## config.mk

```make
export PLATFORM = sky130hd
export DESIGN_NAME = running_mean_variance_unit
export DESIGN_NICKNAME = d
export VERILOG_FILES = /design/src/sv/rmv_pkg.sv /design/src/sv/rmv_div.sv /design/src/sv/rmv_isqrt.sv /design/src/sv/running_mean_variance_unit.sv
export SDC_FILE = /design/constraint.sdc
export NUM_CORES = 2
export LEC_CHECK = 0
export BUFFER_PORTS_ARGS = -buffer_cell sky130_fd_sc_hd__buf_2
export CAP_MARGIN = 20
export CORE_ASPECT_RATIO = 0.8
export CORE_MARGIN = 2
export CORE_UTILIZATION = 35
export CTS_BUF_LIST = sky130_fd_sc_hd__clkbuf_2
export DETAILED_ROUTE_END_ITERATION = 10
export PLACE_DENSITY_LB_ADDON = 0.08
export SETUP_SLACK_MARGIN = 0.15
export SLEW_MARGIN = 10
export SYNTH_ARGS = -nofsm -noshare
export SYNTH_HDL_FRONTEND = slang
export SYNTH_SLANG_ARGS = --single-unit
```

## constraint.sdc

```tcl
create_clock -name clk -period 10.6 [get_ports clk]
set_input_delay 1.06 -clock clk [delete_from_list [all_inputs] [get_ports clk]]
set_output_delay 1.06 -clock clk [all_outputs]
set_load 0.01 [all_outputs]
```

## src/sv/rmv_pkg.sv

```systemverilog
// ----------------------------------------------------------------------------
// rmv_pkg
// Shared widths, opcodes and saturation helpers for the running statistics unit.
// ----------------------------------------------------------------------------
package rmv_pkg;

  localparam int COUNT_WIDTH_DEF  = 16;
  localparam int SAMPLE_WIDTH_DEF = 16;

  localparam int SAMPLE_PORT_W = 16;  // in_sample port width
  localparam int SAMPLE_MAX_W  = 24;  // widest supported sample
  localparam int FRAC_W        = 16;  // fraction bits of mean / variance
  localparam int MEAN_W        = 32;
  localparam int DEV_W         = 42;  // scaled sample minus mean, signed
  localparam int ACC_W         = 44;  // mean plus step, before clamping
  localparam int MAG_W         = 32;  // clamped deviation magnitude
  localparam int PROD_W        = 2 * MAG_W;
  localparam int SUM_W         = 64;
  localparam int VAR_W         = 48;
  localparam int ROOT_W        = 32;
  localparam int RAD_W         = 2 * ROOT_W;
  localparam int COUNT_OUT_W   = 16;

  typedef enum logic {
    OP_PUSH  = 1'b0,
    OP_CLEAR = 1'b1
  } op_t;

  // Saturate to the signed 32-bit mean range.
  function automatic logic signed [MEAN_W-1:0] clamp_mean(input logic signed [ACC_W-1:0] v);
    logic signed [ACC_W-1:0] hi;
    logic signed [ACC_W-1:0] lo;
    hi = $signed({{(ACC_W-MEAN_W+1){1'b0}}, {(MEAN_W-1){1'b1}}});
    lo = $signed({{(ACC_W-MEAN_W+1){1'b1}}, {(MEAN_W-1){1'b0}}});
    if (v > hi) begin
      return $signed({1'b0, {(MEAN_W-1){1'b1}}});
    end else if (v < lo) begin
      return $signed({1'b1, {(MEAN_W-1){1'b0}}});
    end
    return v[MEAN_W-1:0];
  endfunction

  // Absolute value, clamped to 2^32 - 1.
  function automatic logic [MAG_W-1:0] dev_mag(input logic signed [DEV_W-1:0] d);
    logic [DEV_W-1:0] m;
    m = d[DEV_W-1] ? $unsigned(-d) : $unsigned(d);
    if (|m[DEV_W-1:MAG_W]) begin
      return {MAG_W{1'b1}};
    end
    return m[MAG_W-1:0];
  endfunction

endpackage

```

## src/sv/rmv_div.sv

```systemverilog
// ----------------------------------------------------------------------------
// rmv_div
// Restoring unsigned divider, one quotient bit per cycle.
// ----------------------------------------------------------------------------
module rmv_div
  import rmv_pkg::*;
#(
  parameter int DIVIDEND_W = SUM_W,
  parameter int DIVISOR_W  = COUNT_WIDTH_DEF
) (
  input  logic                  clk,
  input  logic                  rst_n,
  input  logic                  start,
  input  logic [DIVIDEND_W-1:0] dividend,
  input  logic [DIVISOR_W-1:0]  divisor,
  output logic                  done,
  output logic [DIVIDEND_W-1:0] quotient
);

  localparam int STEP_W = $clog2(DIVIDEND_W);

  logic                  busy_r, busy_nxt;
  logic                  done_r, done_nxt;
  logic [STEP_W-1:0]     step_r, step_nxt;
  logic [DIVIDEND_W-1:0] quo_r, quo_nxt;
  logic [DIVISOR_W-1:0]  rem_r, rem_nxt;
  logic [DIVISOR_W-1:0]  div_r, div_nxt;
  logic [DIVISOR_W:0]    rem_sh;
  logic [DIVISOR_W:0]    diff;
  logic                  ge;

  assign rem_sh = {rem_r, quo_r[DIVIDEND_W-1]};
  assign diff   = rem_sh - {1'b0, div_r};
  assign ge     = rem_sh >= {1'b0, div_r};

  always_comb begin
    busy_nxt = busy_r;
    done_nxt = 1'b0;
    step_nxt = step_r;
    quo_nxt  = quo_r;
    rem_nxt  = rem_r;
    div_nxt  = div_r;
    if (start) begin
      busy_nxt = 1'b1;
      step_nxt = '0;
      quo_nxt  = dividend;
      rem_nxt  = '0;
      div_nxt  = divisor;
    end else if (busy_r) begin
      rem_nxt  = ge ? diff[DIVISOR_W-1:0] : rem_sh[DIVISOR_W-1:0];
      quo_nxt  = {quo_r[DIVIDEND_W-2:0], ge};
      step_nxt = step_r + 1'b1;
      if (step_r == STEP_W'(DIVIDEND_W - 1)) begin
        busy_nxt = 1'b0;
        done_nxt = 1'b1;
      end
    end
  end

  always_ff @(posedge clk) begin
    if (!rst_n) begin
      busy_r <= 1'b0;
      done_r <= 1'b0;
      step_r <= '0;
    end else begin
      busy_r <= busy_nxt;
      done_r <= done_nxt;
      step_r <= step_nxt;
    end
    quo_r <= quo_nxt;
    rem_r <= rem_nxt;
    div_r <= div_nxt;
  end

  assign done     = done_r;
  assign quotient = quo_r;

endmodule

```

## src/sv/rmv_isqrt.sv

```systemverilog
// ----------------------------------------------------------------------------
// rmv_isqrt
// Floor square root, digit by digit, one root bit per cycle.
// ----------------------------------------------------------------------------
module rmv_isqrt
  import rmv_pkg::*;
(
  input  logic              clk,
  input  logic              rst_n,
  input  logic              start,
  input  logic [RAD_W-1:0]  radicand,
  output logic              done,
  output logic [ROOT_W-1:0] root
);

  localparam int REM_W  = ROOT_W + 2;
  localparam int STEP_W = $clog2(ROOT_W);

  logic              busy_r, busy_nxt;
  logic              done_r, done_nxt;
  logic [STEP_W-1:0] step_r, step_nxt;
  logic [RAD_W-1:0]  rad_r, rad_nxt;
  logic [REM_W-1:0]  rem_r, rem_nxt;
  logic [ROOT_W-1:0] root_r, root_nxt;
  logic [REM_W+1:0]  rem_sh;
  logic [REM_W+1:0]  trial;
  logic [REM_W+1:0]  diff;
  logic              ge;

  assign rem_sh = {rem_r, rad_r[RAD_W-1 -: 2]};
  assign trial  = (REM_W+2)'({root_r, 2'b01});
  assign diff   = rem_sh - trial;
  assign ge     = rem_sh >= trial;

  always_comb begin
    busy_nxt = busy_r;
    done_nxt = 1'b0;
    step_nxt = step_r;
    rad_nxt  = rad_r;
    rem_nxt  = rem_r;
    root_nxt = root_r;
    if (start) begin
      busy_nxt = 1'b1;
      step_nxt = '0;
      rad_nxt  = radicand;
      rem_nxt  = '0;
      root_nxt = '0;
    end else if (busy_r) begin
      rad_nxt  = {rad_r[RAD_W-3:0], 2'b00};
      rem_nxt  = ge ? diff[REM_W-1:0] : rem_sh[REM_W-1:0];
      root_nxt = {root_r[ROOT_W-2:0], ge};
      step_nxt = step_r + 1'b1;
      if (step_r == STEP_W'(ROOT_W - 1)) begin
        busy_nxt = 1'b0;
        done_nxt = 1'b1;
      end
    end
  end

  always_ff @(posedge clk) begin
    if (!rst_n) begin
      busy_r <= 1'b0;
      done_r <= 1'b0;
      step_r <= '0;
    end else begin
      busy_r <= busy_nxt;
      done_r <= done_nxt;
      step_r <= step_nxt;
    end
    rad_r  <= rad_nxt;
    rem_r  <= rem_nxt;
    root_r <= root_nxt;
  end

  assign done = done_r;
  assign root = root_r;

endmodule

```

## src/sv/running_mean_variance_unit.sv

```systemverilog
// ----------------------------------------------------------------------------
// running_mean_variance_unit
// Running count, mean, sample variance and standard deviation (Welford).
// ----------------------------------------------------------------------------
// Input channel (in_valid/in_ready): one beat is either a push of in_sample
// (in_operation = push) or a clear of the count. Every input beat gives
// exactly one result beat on the output channel (out_valid/out_ready) with
// the count, mean, variance, std dev and the count-saturated flag.
// Sequence: a clear or the first push after reset/clear goes straight to
// S_OUT and raises out_valid once the output register is free. Any other
// push runs a 64-step mean division, a multiply, a sum update, a 64-step
// variance division and a 32-step square root, plus the sequencer hops
// between them. The one divider is shared by both divisions, so the two
// divide passes take up most of the time.
// Throughput: one item at a time; in_ready is high only when the sequencer
// is idle. A finished result waits in the output register; the next item
// is taken meanwhile, but its own result is held until the first one is
// taken, so a stalled receiver stops the input once that second item is done.
// Reset (rst_n low, synchronous): count goes to zero, no result pending.
// ----------------------------------------------------------------------------
module running_mean_variance_unit
  import rmv_pkg::*;
#(
  parameter int COUNT_WIDTH  = COUNT_WIDTH_DEF,
  parameter int SAMPLE_WIDTH = SAMPLE_WIDTH_DEF
) (
  input  logic                            clk,
  input  logic                            rst_n,
  input  logic                            in_valid,
  output logic                            in_ready,
  input  logic                            in_operation,
  input  logic signed [SAMPLE_PORT_W-1:0] in_sample,
  output logic                            out_valid,
  input  logic                            out_ready,
  output logic [COUNT_OUT_W-1:0]          out_count,
  output logic signed [MEAN_W-1:0]        out_mean,
  output logic [VAR_W-1:0]                out_variance,
  output logic [ROOT_W-1:0]               out_std_dev,
  output logic                            out_count_saturated
);

  localparam int CNT_EXT_W = (COUNT_WIDTH > COUNT_OUT_W) ? COUNT_WIDTH : COUNT_OUT_W;

  typedef enum logic [3:0] {
    S_IDLE,
    S_MEAN_GO,    // form x - mean, launch divide by n
    S_MEAN_WAIT,  // apply step to mean
    S_MUL,        // deviation product
    S_ACC,        // update sum of squared deviations
    S_VAR_GO,     // launch sum / (n - 1)
    S_VAR_WAIT,
    S_SQRT_GO,
    S_SQRT_WAIT,
    S_OUT         // hand result to output register
  } state_t;

  state_t state_r, state_nxt;

  // statistics state
  logic [COUNT_WIDTH-1:0]    count_r, count_nxt;
  logic signed [MEAN_W-1:0]  mean_r, mean_nxt;
  logic [SUM_W-1:0]          sum_r, sum_nxt;

  // per-item working registers
  logic signed [DEV_W-1:0]   xq_r, xq_nxt;
  logic [MAG_W-1:0]          mag1_r, mag1_nxt;
  logic                      d1_neg_r, d1_neg_nxt;
  logic                      d1_nz_r, d1_nz_nxt;
  logic                      term_neg_r, term_neg_nxt;
  logic [PROD_W-1:0]         prod_r, prod_nxt;
  logic [VAR_W-1:0]          var_r, var_nxt;
  logic [ROOT_W-1:0]         root_r, root_nxt;

  // output register
  logic                      out_valid_r, out_valid_nxt;
  logic [COUNT_OUT_W-1:0]    out_count_r, out_count_nxt;
  logic signed [MEAN_W-1:0]  out_mean_r, out_mean_nxt;
  logic [VAR_W-1:0]          out_var_r, out_var_nxt;
  logic [ROOT_W-1:0]         out_std_r, out_std_nxt;
  logic                      out_sat_r, out_sat_nxt;

  // input decode
  logic [SAMPLE_MAX_W-1:0]        smp_wide;
  logic signed [SAMPLE_WIDTH-1:0] x_raw;
  logic signed [DEV_W-1:0]        xq_in;
  logic [COUNT_WIDTH-1:0]         count_inc;

  // datapath
  logic signed [DEV_W-1:0]   d1;
  logic [DEV_W-1:0]          d1_abs;
  logic signed [DEV_W-1:0]   step_q;
  logic signed [ACC_W-1:0]   mean_sum;
  logic signed [DEV_W-1:0]   d2;
  logic [VAR_W-1:0]          term;
  logic [SUM_W:0]            sum_add;
  logic [CNT_EXT_W-1:0]      cnt_ext;

  // shared units
  logic                      div_start;
  logic [SUM_W-1:0]          div_dividend;
  logic [COUNT_WIDTH-1:0]    div_divisor;
  logic                      div_done;
  logic [SUM_W-1:0]          div_quo;
  logic                      sqrt_start;
  logic                      sqrt_done;
  logic [ROOT_W-1:0]         sqrt_root;

  // Only SAMPLE_WIDTH bits of the (zero-padded) port count, sign-extended.
  assign smp_wide = SAMPLE_MAX_W'($unsigned(in_sample));
  assign x_raw    = $signed(smp_wide[SAMPLE_WIDTH-1:0]);
  assign xq_in    = DEV_W'(x_raw) <<< FRAC_W;
  assign count_inc = (count_r != {COUNT_WIDTH{1'b1}}) ? count_r + 1'b1 : count_r;

  assign d1       = xq_r - DEV_W'(mean_r);
  assign d1_abs   = d1[DEV_W-1] ? $unsigned(-d1) : $unsigned(d1);
  // quotient magnitude is below 2^41, top bit of the slice is zero
  assign step_q   = d1_neg_r ? -$signed(div_quo[DEV_W-1:0]) : $signed(div_quo[DEV_W-1:0]);
  assign mean_sum = ACC_W'(mean_r) + ACC_W'(step_q);
  assign d2       = xq_r - DEV_W'(mean_r);
  assign term     = prod_r[PROD_W-1:FRAC_W];
  assign sum_add  = {1'b0, sum_r} + (SUM_W+1)'(term);
  assign cnt_ext  = CNT_EXT_W'(count_r);

  assign div_start    = (state_r == S_MEAN_GO) || (state_r == S_VAR_GO);
  assign div_dividend = (state_r == S_MEAN_GO) ? SUM_W'(d1_abs) : sum_r;
  assign div_divisor  = (state_r == S_MEAN_GO) ? count_r : count_r - 1'b1;
  assign sqrt_start   = (state_r == S_SQRT_GO);

  rmv_div #(
    .DIVIDEND_W (SUM_W),
    .DIVISOR_W  (COUNT_WIDTH)
  ) u_div (
    .clk      (clk),
    .rst_n    (rst_n),
    .start    (div_start),
    .dividend (div_dividend),
    .divisor  (div_divisor),
    .done     (div_done),
    .quotient (div_quo)
  );

  rmv_isqrt u_isqrt (
    .clk      (clk),
    .rst_n    (rst_n),
    .start    (sqrt_start),
    .radicand ({var_r, {FRAC_W{1'b0}}}),
    .done     (sqrt_done),
    .root     (sqrt_root)
  );

  always_comb begin
    state_nxt     = state_r;
    count_nxt     = count_r;
    mean_nxt      = mean_r;
    sum_nxt       = sum_r;
    xq_nxt        = xq_r;
    mag1_nxt      = mag1_r;
    d1_neg_nxt    = d1_neg_r;
    d1_nz_nxt     = d1_nz_r;
    term_neg_nxt  = term_neg_r;
    prod_nxt      = prod_r;
    var_nxt       = var_r;
    root_nxt      = root_r;
    out_valid_nxt = out_valid_r && !out_ready;
    out_count_nxt = out_count_r;
    out_mean_nxt  = out_mean_r;
    out_var_nxt   = out_var_r;
    out_std_nxt   = out_std_r;
    out_sat_nxt   = out_sat_r;

    case (state_r)
      S_IDLE: begin
        if (in_valid) begin
          xq_nxt   = xq_in;
          var_nxt  = '0;
          root_nxt = '0;
          if (op_t'(in_operation) == OP_CLEAR) begin
            count_nxt = '0;
            state_nxt = S_OUT;
          end else begin
            count_nxt = count_inc;
            if (count_inc == COUNT_WIDTH'(1)) begin
              // first sample: mean takes it, sum restarts
              mean_nxt  = clamp_mean(ACC_W'(xq_in));
              sum_nxt   = '0;
              state_nxt = S_OUT;
            end else begin
              state_nxt = S_MEAN_GO;
            end
          end
        end
      end
      S_MEAN_GO: begin
        mag1_nxt   = dev_mag(d1);
        d1_neg_nxt = d1[DEV_W-1];
        d1_nz_nxt  = (d1 != '0);
        state_nxt  = S_MEAN_WAIT;
      end
      S_MEAN_WAIT: begin
        if (div_done) begin
          mean_nxt  = clamp_mean(mean_sum);
          state_nxt = S_MUL;
        end
      end
      S_MUL: begin
        // mean_r now holds the new mean
        prod_nxt     = PROD_W'(mag1_r) * PROD_W'(dev_mag(d2));
        term_neg_nxt = d1_nz_r && (d2 != '0) && (d1_neg_r != d2[DEV_W-1]);
        state_nxt    = S_ACC;
      end
      S_ACC: begin
        if (term_neg_r) begin
          sum_nxt = (SUM_W'(term) > sum_r) ? '0 : sum_r - SUM_W'(term);
        end else begin
          sum_nxt = sum_add[SUM_W] ? {SUM_W{1'b1}} : sum_add[SUM_W-1:0];
        end
        state_nxt = S_VAR_GO;
      end
      S_VAR_GO: begin
        state_nxt = S_VAR_WAIT;
      end
      S_VAR_WAIT: begin
        if (div_done) begin
          var_nxt   = (|div_quo[SUM_W-1:VAR_W]) ? {VAR_W{1'b1}} : div_quo[VAR_W-1:0];
          state_nxt = S_SQRT_GO;
        end
      end
      S_SQRT_GO: begin
        state_nxt = S_SQRT_WAIT;
      end
      S_SQRT_WAIT: begin
        if (sqrt_done) begin
          root_nxt  = sqrt_root;
          state_nxt = S_OUT;
        end
      end
      S_OUT: begin
        if (!out_valid_r || out_ready) begin
          out_valid_nxt = 1'b1;
          out_count_nxt = (cnt_ext > CNT_EXT_W'({COUNT_OUT_W{1'b1}})) ?
                          {COUNT_OUT_W{1'b1}} : cnt_ext[COUNT_OUT_W-1:0];
          out_mean_nxt  = (count_r == '0) ? '0 : mean_r;
          out_var_nxt   = var_r;
          out_std_nxt   = root_r;
          out_sat_nxt   = (count_r == {COUNT_WIDTH{1'b1}});
          state_nxt     = S_IDLE;
        end
      end
      default: begin
        state_nxt = S_IDLE;
      end
    endcase
  end

  always_ff @(posedge clk) begin
    if (!rst_n) begin
      state_r     <= S_IDLE;
      count_r     <= '0;
      out_valid_r <= 1'b0;
    end else begin
      state_r     <= state_nxt;
      count_r     <= count_nxt;
      out_valid_r <= out_valid_nxt;
    end
    mean_r      <= mean_nxt;
    sum_r       <= sum_nxt;
    xq_r        <= xq_nxt;
    mag1_r      <= mag1_nxt;
    d1_neg_r    <= d1_neg_nxt;
    d1_nz_r     <= d1_nz_nxt;
    term_neg_r  <= term_neg_nxt;
    prod_r      <= prod_nxt;
    var_r       <= var_nxt;
    root_r      <= root_nxt;
    out_count_r <= out_count_nxt;
    out_mean_r  <= out_mean_nxt;
    out_var_r   <= out_var_nxt;
    out_std_r   <= out_std_nxt;
    out_sat_r   <= out_sat_nxt;
  end

  assign in_ready            = (state_r == S_IDLE);
  assign out_valid           = out_valid_r;
  assign out_count           = out_count_r;
  assign out_mean            = out_mean_r;
  assign out_variance        = out_var_r;
  assign out_std_dev         = out_std_r;
  assign out_count_saturated = out_sat_r;

endmodule

```

==> summary.md <==
| Metric | Value |
|---|---|
| Status | `complete, but fails checks` |
| Failing checks | `negative setup slack` |
| CP max stage delay | `0.60 ns` |
| Height of the die | `between 400 and 500 µm` |
| Most instantiated library cell after synthesis | `inv_1` |
| Flip-flop and latch area | `about 0.018 mm²` |
| R2r setup slk | `-0.19 ns` |
| Path depth of the worst reg2reg path | `44` |
| Max Clk Rate | `approximately 90 MHz` |
| Final Hold Fails | `0` |
| CP max FO | `5` |
| Critical-path top delay cell | `fa_1` |
| Via count | `56200` |
| Total Routing Usage GR | `0.216` |
| CTS max path bufs | `3` |
| Drt first pass iters | `6` |
| CTS H-tree depth | `4` |
| Synth top area share | `0.250` |
| DP Area | `a little under 0.08 mm²` |
| Die width | `slightly above 500 µm` |
| Worst-skew pair later-pin latency | `1.70 ns` |
| Post-synthesis instance total | `about 7800` |
| Post-synth EDFFs | `about 530` |
| # IOs | `152` |
| Final instance area | `just over 0.08 mm²` |
| CP Buf/Inv Count | `11` |
| Area of the multi-input gates | `slightly below 0.05 mm²` |
| Final ANT Viol Nets | `0` |
| Synth unique cells | `just under 100` |
| Reg-to-reg critical path startpoint | `mean_r[0]` |
| Seq cells post-synth | `650` |
| Area Overhead vs Synth | `15.1%` |
| Placed cell count | `around 11000` |
| Post-synth net total | `approximately 9000` |
| Largest net degree at the start of global routing | `130` |
| Final worst setup slack | `-0.191 ns` |
| Register clock-pin slew on the reported worst setup and hold paths | `0.12 ns` |
| Final WL | `roughly 230000 µm` |
| Most frequent CP cell | `fa_1` |
| CTS tree | `built` |
| Worst slew pin tran | `~1.2 ns` |
| WL/cell | `around 20 µm` |
| WHS Path Cells | `2` |
| CP Capture Type | `flip-flop` |
| Root buf cell | `clkbuf_2` |
| Max_cap viols | `0` |
| Final setup viols | `13` |
| Hold Path Origin | `in_sample[14]` |
| Reg-to-Reg End | `prod_r[59]` |
| Hold Crit Endpoint | `xq_r[30]` |
| Worst Setup Path Type | `reg -> reg` |
| Initial Utilization | `0.353` |
| Worst clock skew | `0.142 ns` |
| Most frequent cells after synthesis | `inv_1 (1140), nand2_1 (902), fa_1 (899)` |
| Largest area contributor in the netlist | `fa_1` |
| Synth Cell Area | `slightly above 0.07 mm²` |
| Synth Flop Type | `edfxtp_1` |
| Clock buffer count from CTS | `between 150 and 200` |
| I/O Buffers | `approximately 150` |
| Clock sink total | `650` |
| HPWL Detailed | `175000 µm` |
| Seq/Total Area, Yosys | `0.255` |
| Max-slew headroom | `0.220` |
| CP Launch Type | `flip-flop` |
| Routability Congestion | `between 0.8 and 0.9` |
| Placement Setup Slack | `-0.560 ns` |
| Global-route wire length before repair | `349000 µm` |
| Via-per-instance ratio | `5.06` |
| Core Box Area | `a little over 0.2 mm²` |
| Pins Over Slew Limit | `0` |
| Layout cell share with drive strength beyond 1 | `0.153` |
| Hold slack | `~0.22 ns` |
| Hold Crit Class | `in -> reg` |
| Row count | `148` |
| Vias in the first global route | `between 50000 and 60000` |
| CP required | `approximately 12 ns` |
| Cell family with most CP delay | `adder cells` |
| Non-Filler Instances | `about 11000` |
| Largest cells by area after synthesis | `fa_1 (25%), edfxtp_1 (22%), ha_1 (8.2%)` |
| Total congestion overflow | `0` |
| Fin crit period | `about 11 ns` |
| RSZ-0062 raised after global routing | `true` |
| Residual DRC | `0` |
| Ys Warns | `0` |
| Die area | `0.209 mm²` |
| FILL cells | `roughly 21000` |
| Syn Area/Cell | `9.27 µm²` |
| Fin crit share | `1.02` |
| Iteration-0 DRC Markers | `4089` |
| Nets | `around 9600` |
| Post-synth ARST share | `0` |
| WP data arrival | `12.15 ns` |
| Initial antenna violation count | `10` |
==> through the flow <==
| stage | util | setup TNS, ns |
|---|---|---|
| after floorplan | - | 0 |
| after global placement | 0.388 | -10.35 |
| after detailed placement | 0.388 | -12.38 |
| after CTS | 0.401 | -1.86 |
| after global routing | 0.406 | -8.75 |
| final | 0.406 | -1.58 |
==> registers in the layout, indices dropped and copies added, names as in the netlist, 5 cells and up <==
name,cells
out_count,16
mag1_r,32
out_mean,32
u_div.div_r,16
var_r,48
u_div.quotient,64
u_isqrt.rad_r,48
cnt_ext,16
out_variance,48
prod_r,48
xq_r,16
sum_r,64
u_isqrt.step_r,5
out_std_dev,32
u_div.step_r,6
root_r,32
u_isqrt.rem_r,34
u_isqrt.root,32
mean_r,32
u_div.rem_r,16
==> worst register-to-register path: cells and delay by family, from the launching register on <==
kind,cells,cell delay [ns]
buffers and inverters,11,1.28
and+or+nand+nor,8,1.85
AOI/OAI and AO/OA,14,2.48
adders and majority gates,10,4.34
xor gates and xnor gates,1,0.13
DFF,1,0.42
==> cells in the final DEF, fill, tap and decap left out, types with 34 or more instances in the layout <==
cell         n
a211oi_1    43
a21o_1     134
a21oi_1    374
a31oi_1     34
and2_1     614
and3_1      43
buf_12      43
buf_2      151
buf_4      461
buf_6       35
clkbuf_2   269
clkinv_1    42
dfxtp_1    116
edfxtp_1   532
fa_1       877
ha_1       449
inv_1     1125
mux2i_1     57
nand2_1    869
nand2b_1    43
nand3_1    105
nand4_1     71
nor2_1     417
nor2b_1     64
nor3_1      89
o21a_1      73
o21ai_0    227
o21bai_1    55
o22ai_1     38
o31ai_1     36
or3_1       37
xnor2_1    157
xor2_1      91
==> routing by layer <==
metal | part of all wire | vias up | GRT usage
met5 | 0.000044 | - | 0
met4 | 0.019 | 2 | 0.0522
met3 | 0.064 | 248 | 0.0391
met2 | 0.42 | 1476 | 0.311
met1 | 0.50 | 28000 | 0.330
li1 | - | 26500 | -
==> how the worst max path moves through the flow <==
stage               slack [ns]        from  cells past startpoint         end
finish                   -0.19   mean_r[0]                     44  prod_r[59]
global route             -0.58   mean_r[0]                     47  prod_r[59]
CTS                      -0.21   mean_r[0]                     42  prod_r[63]
detailed placement       -0.56  mean_r[17]                     40  prod_r[49]
global placement         -0.47  mean_r[17]                     35  prod_r[63]
floorplan                 0.16   mean_r[0]                     40  prod_r[63]
==> logic make-up (layout without fill, tap and decap cells) <==
logic type                 count (synthesis)  count (layout)  synth area share
and+or+nand+nor                         2553            2558             0.175
muxes                                     59              59           0.00825
buffers and inverters                   1575            2211            0.0825
AOI/OAI and AO/OA                       1289            1289             0.116
DFF                                      650             650             0.255
xor gates and xnor gates                 255             255            0.0311
adders and majority gates               1371            1371             0.332
other                                      0              12                 0
==> layout make-up <==
type,instances,area share
repair buffers,723,0.0715
inverters,1142,0.0519
clock inverters,77,0.00591
well taps,2700,0.0408
diodes,12,0.000363
clock buffers,269,0.0163
multi-input cells,5532,0.592
flip-flops and latches,650,0.222
==> timing repair <==
action / CTS / global route
setup buffers: 21 / 20
cloned: 5 / 6
setup endpoints to repair: 41 / 41
hold endpoints to repair: 68 / 0
pin swaps: 54 / 85
hold buffers: 22 / 0
gates resized for setup: 93 / 148
Power is left out: the tool's default activity adds up to more than one toggle a clock period on the data nets, which glitch-free logic cannot reach.
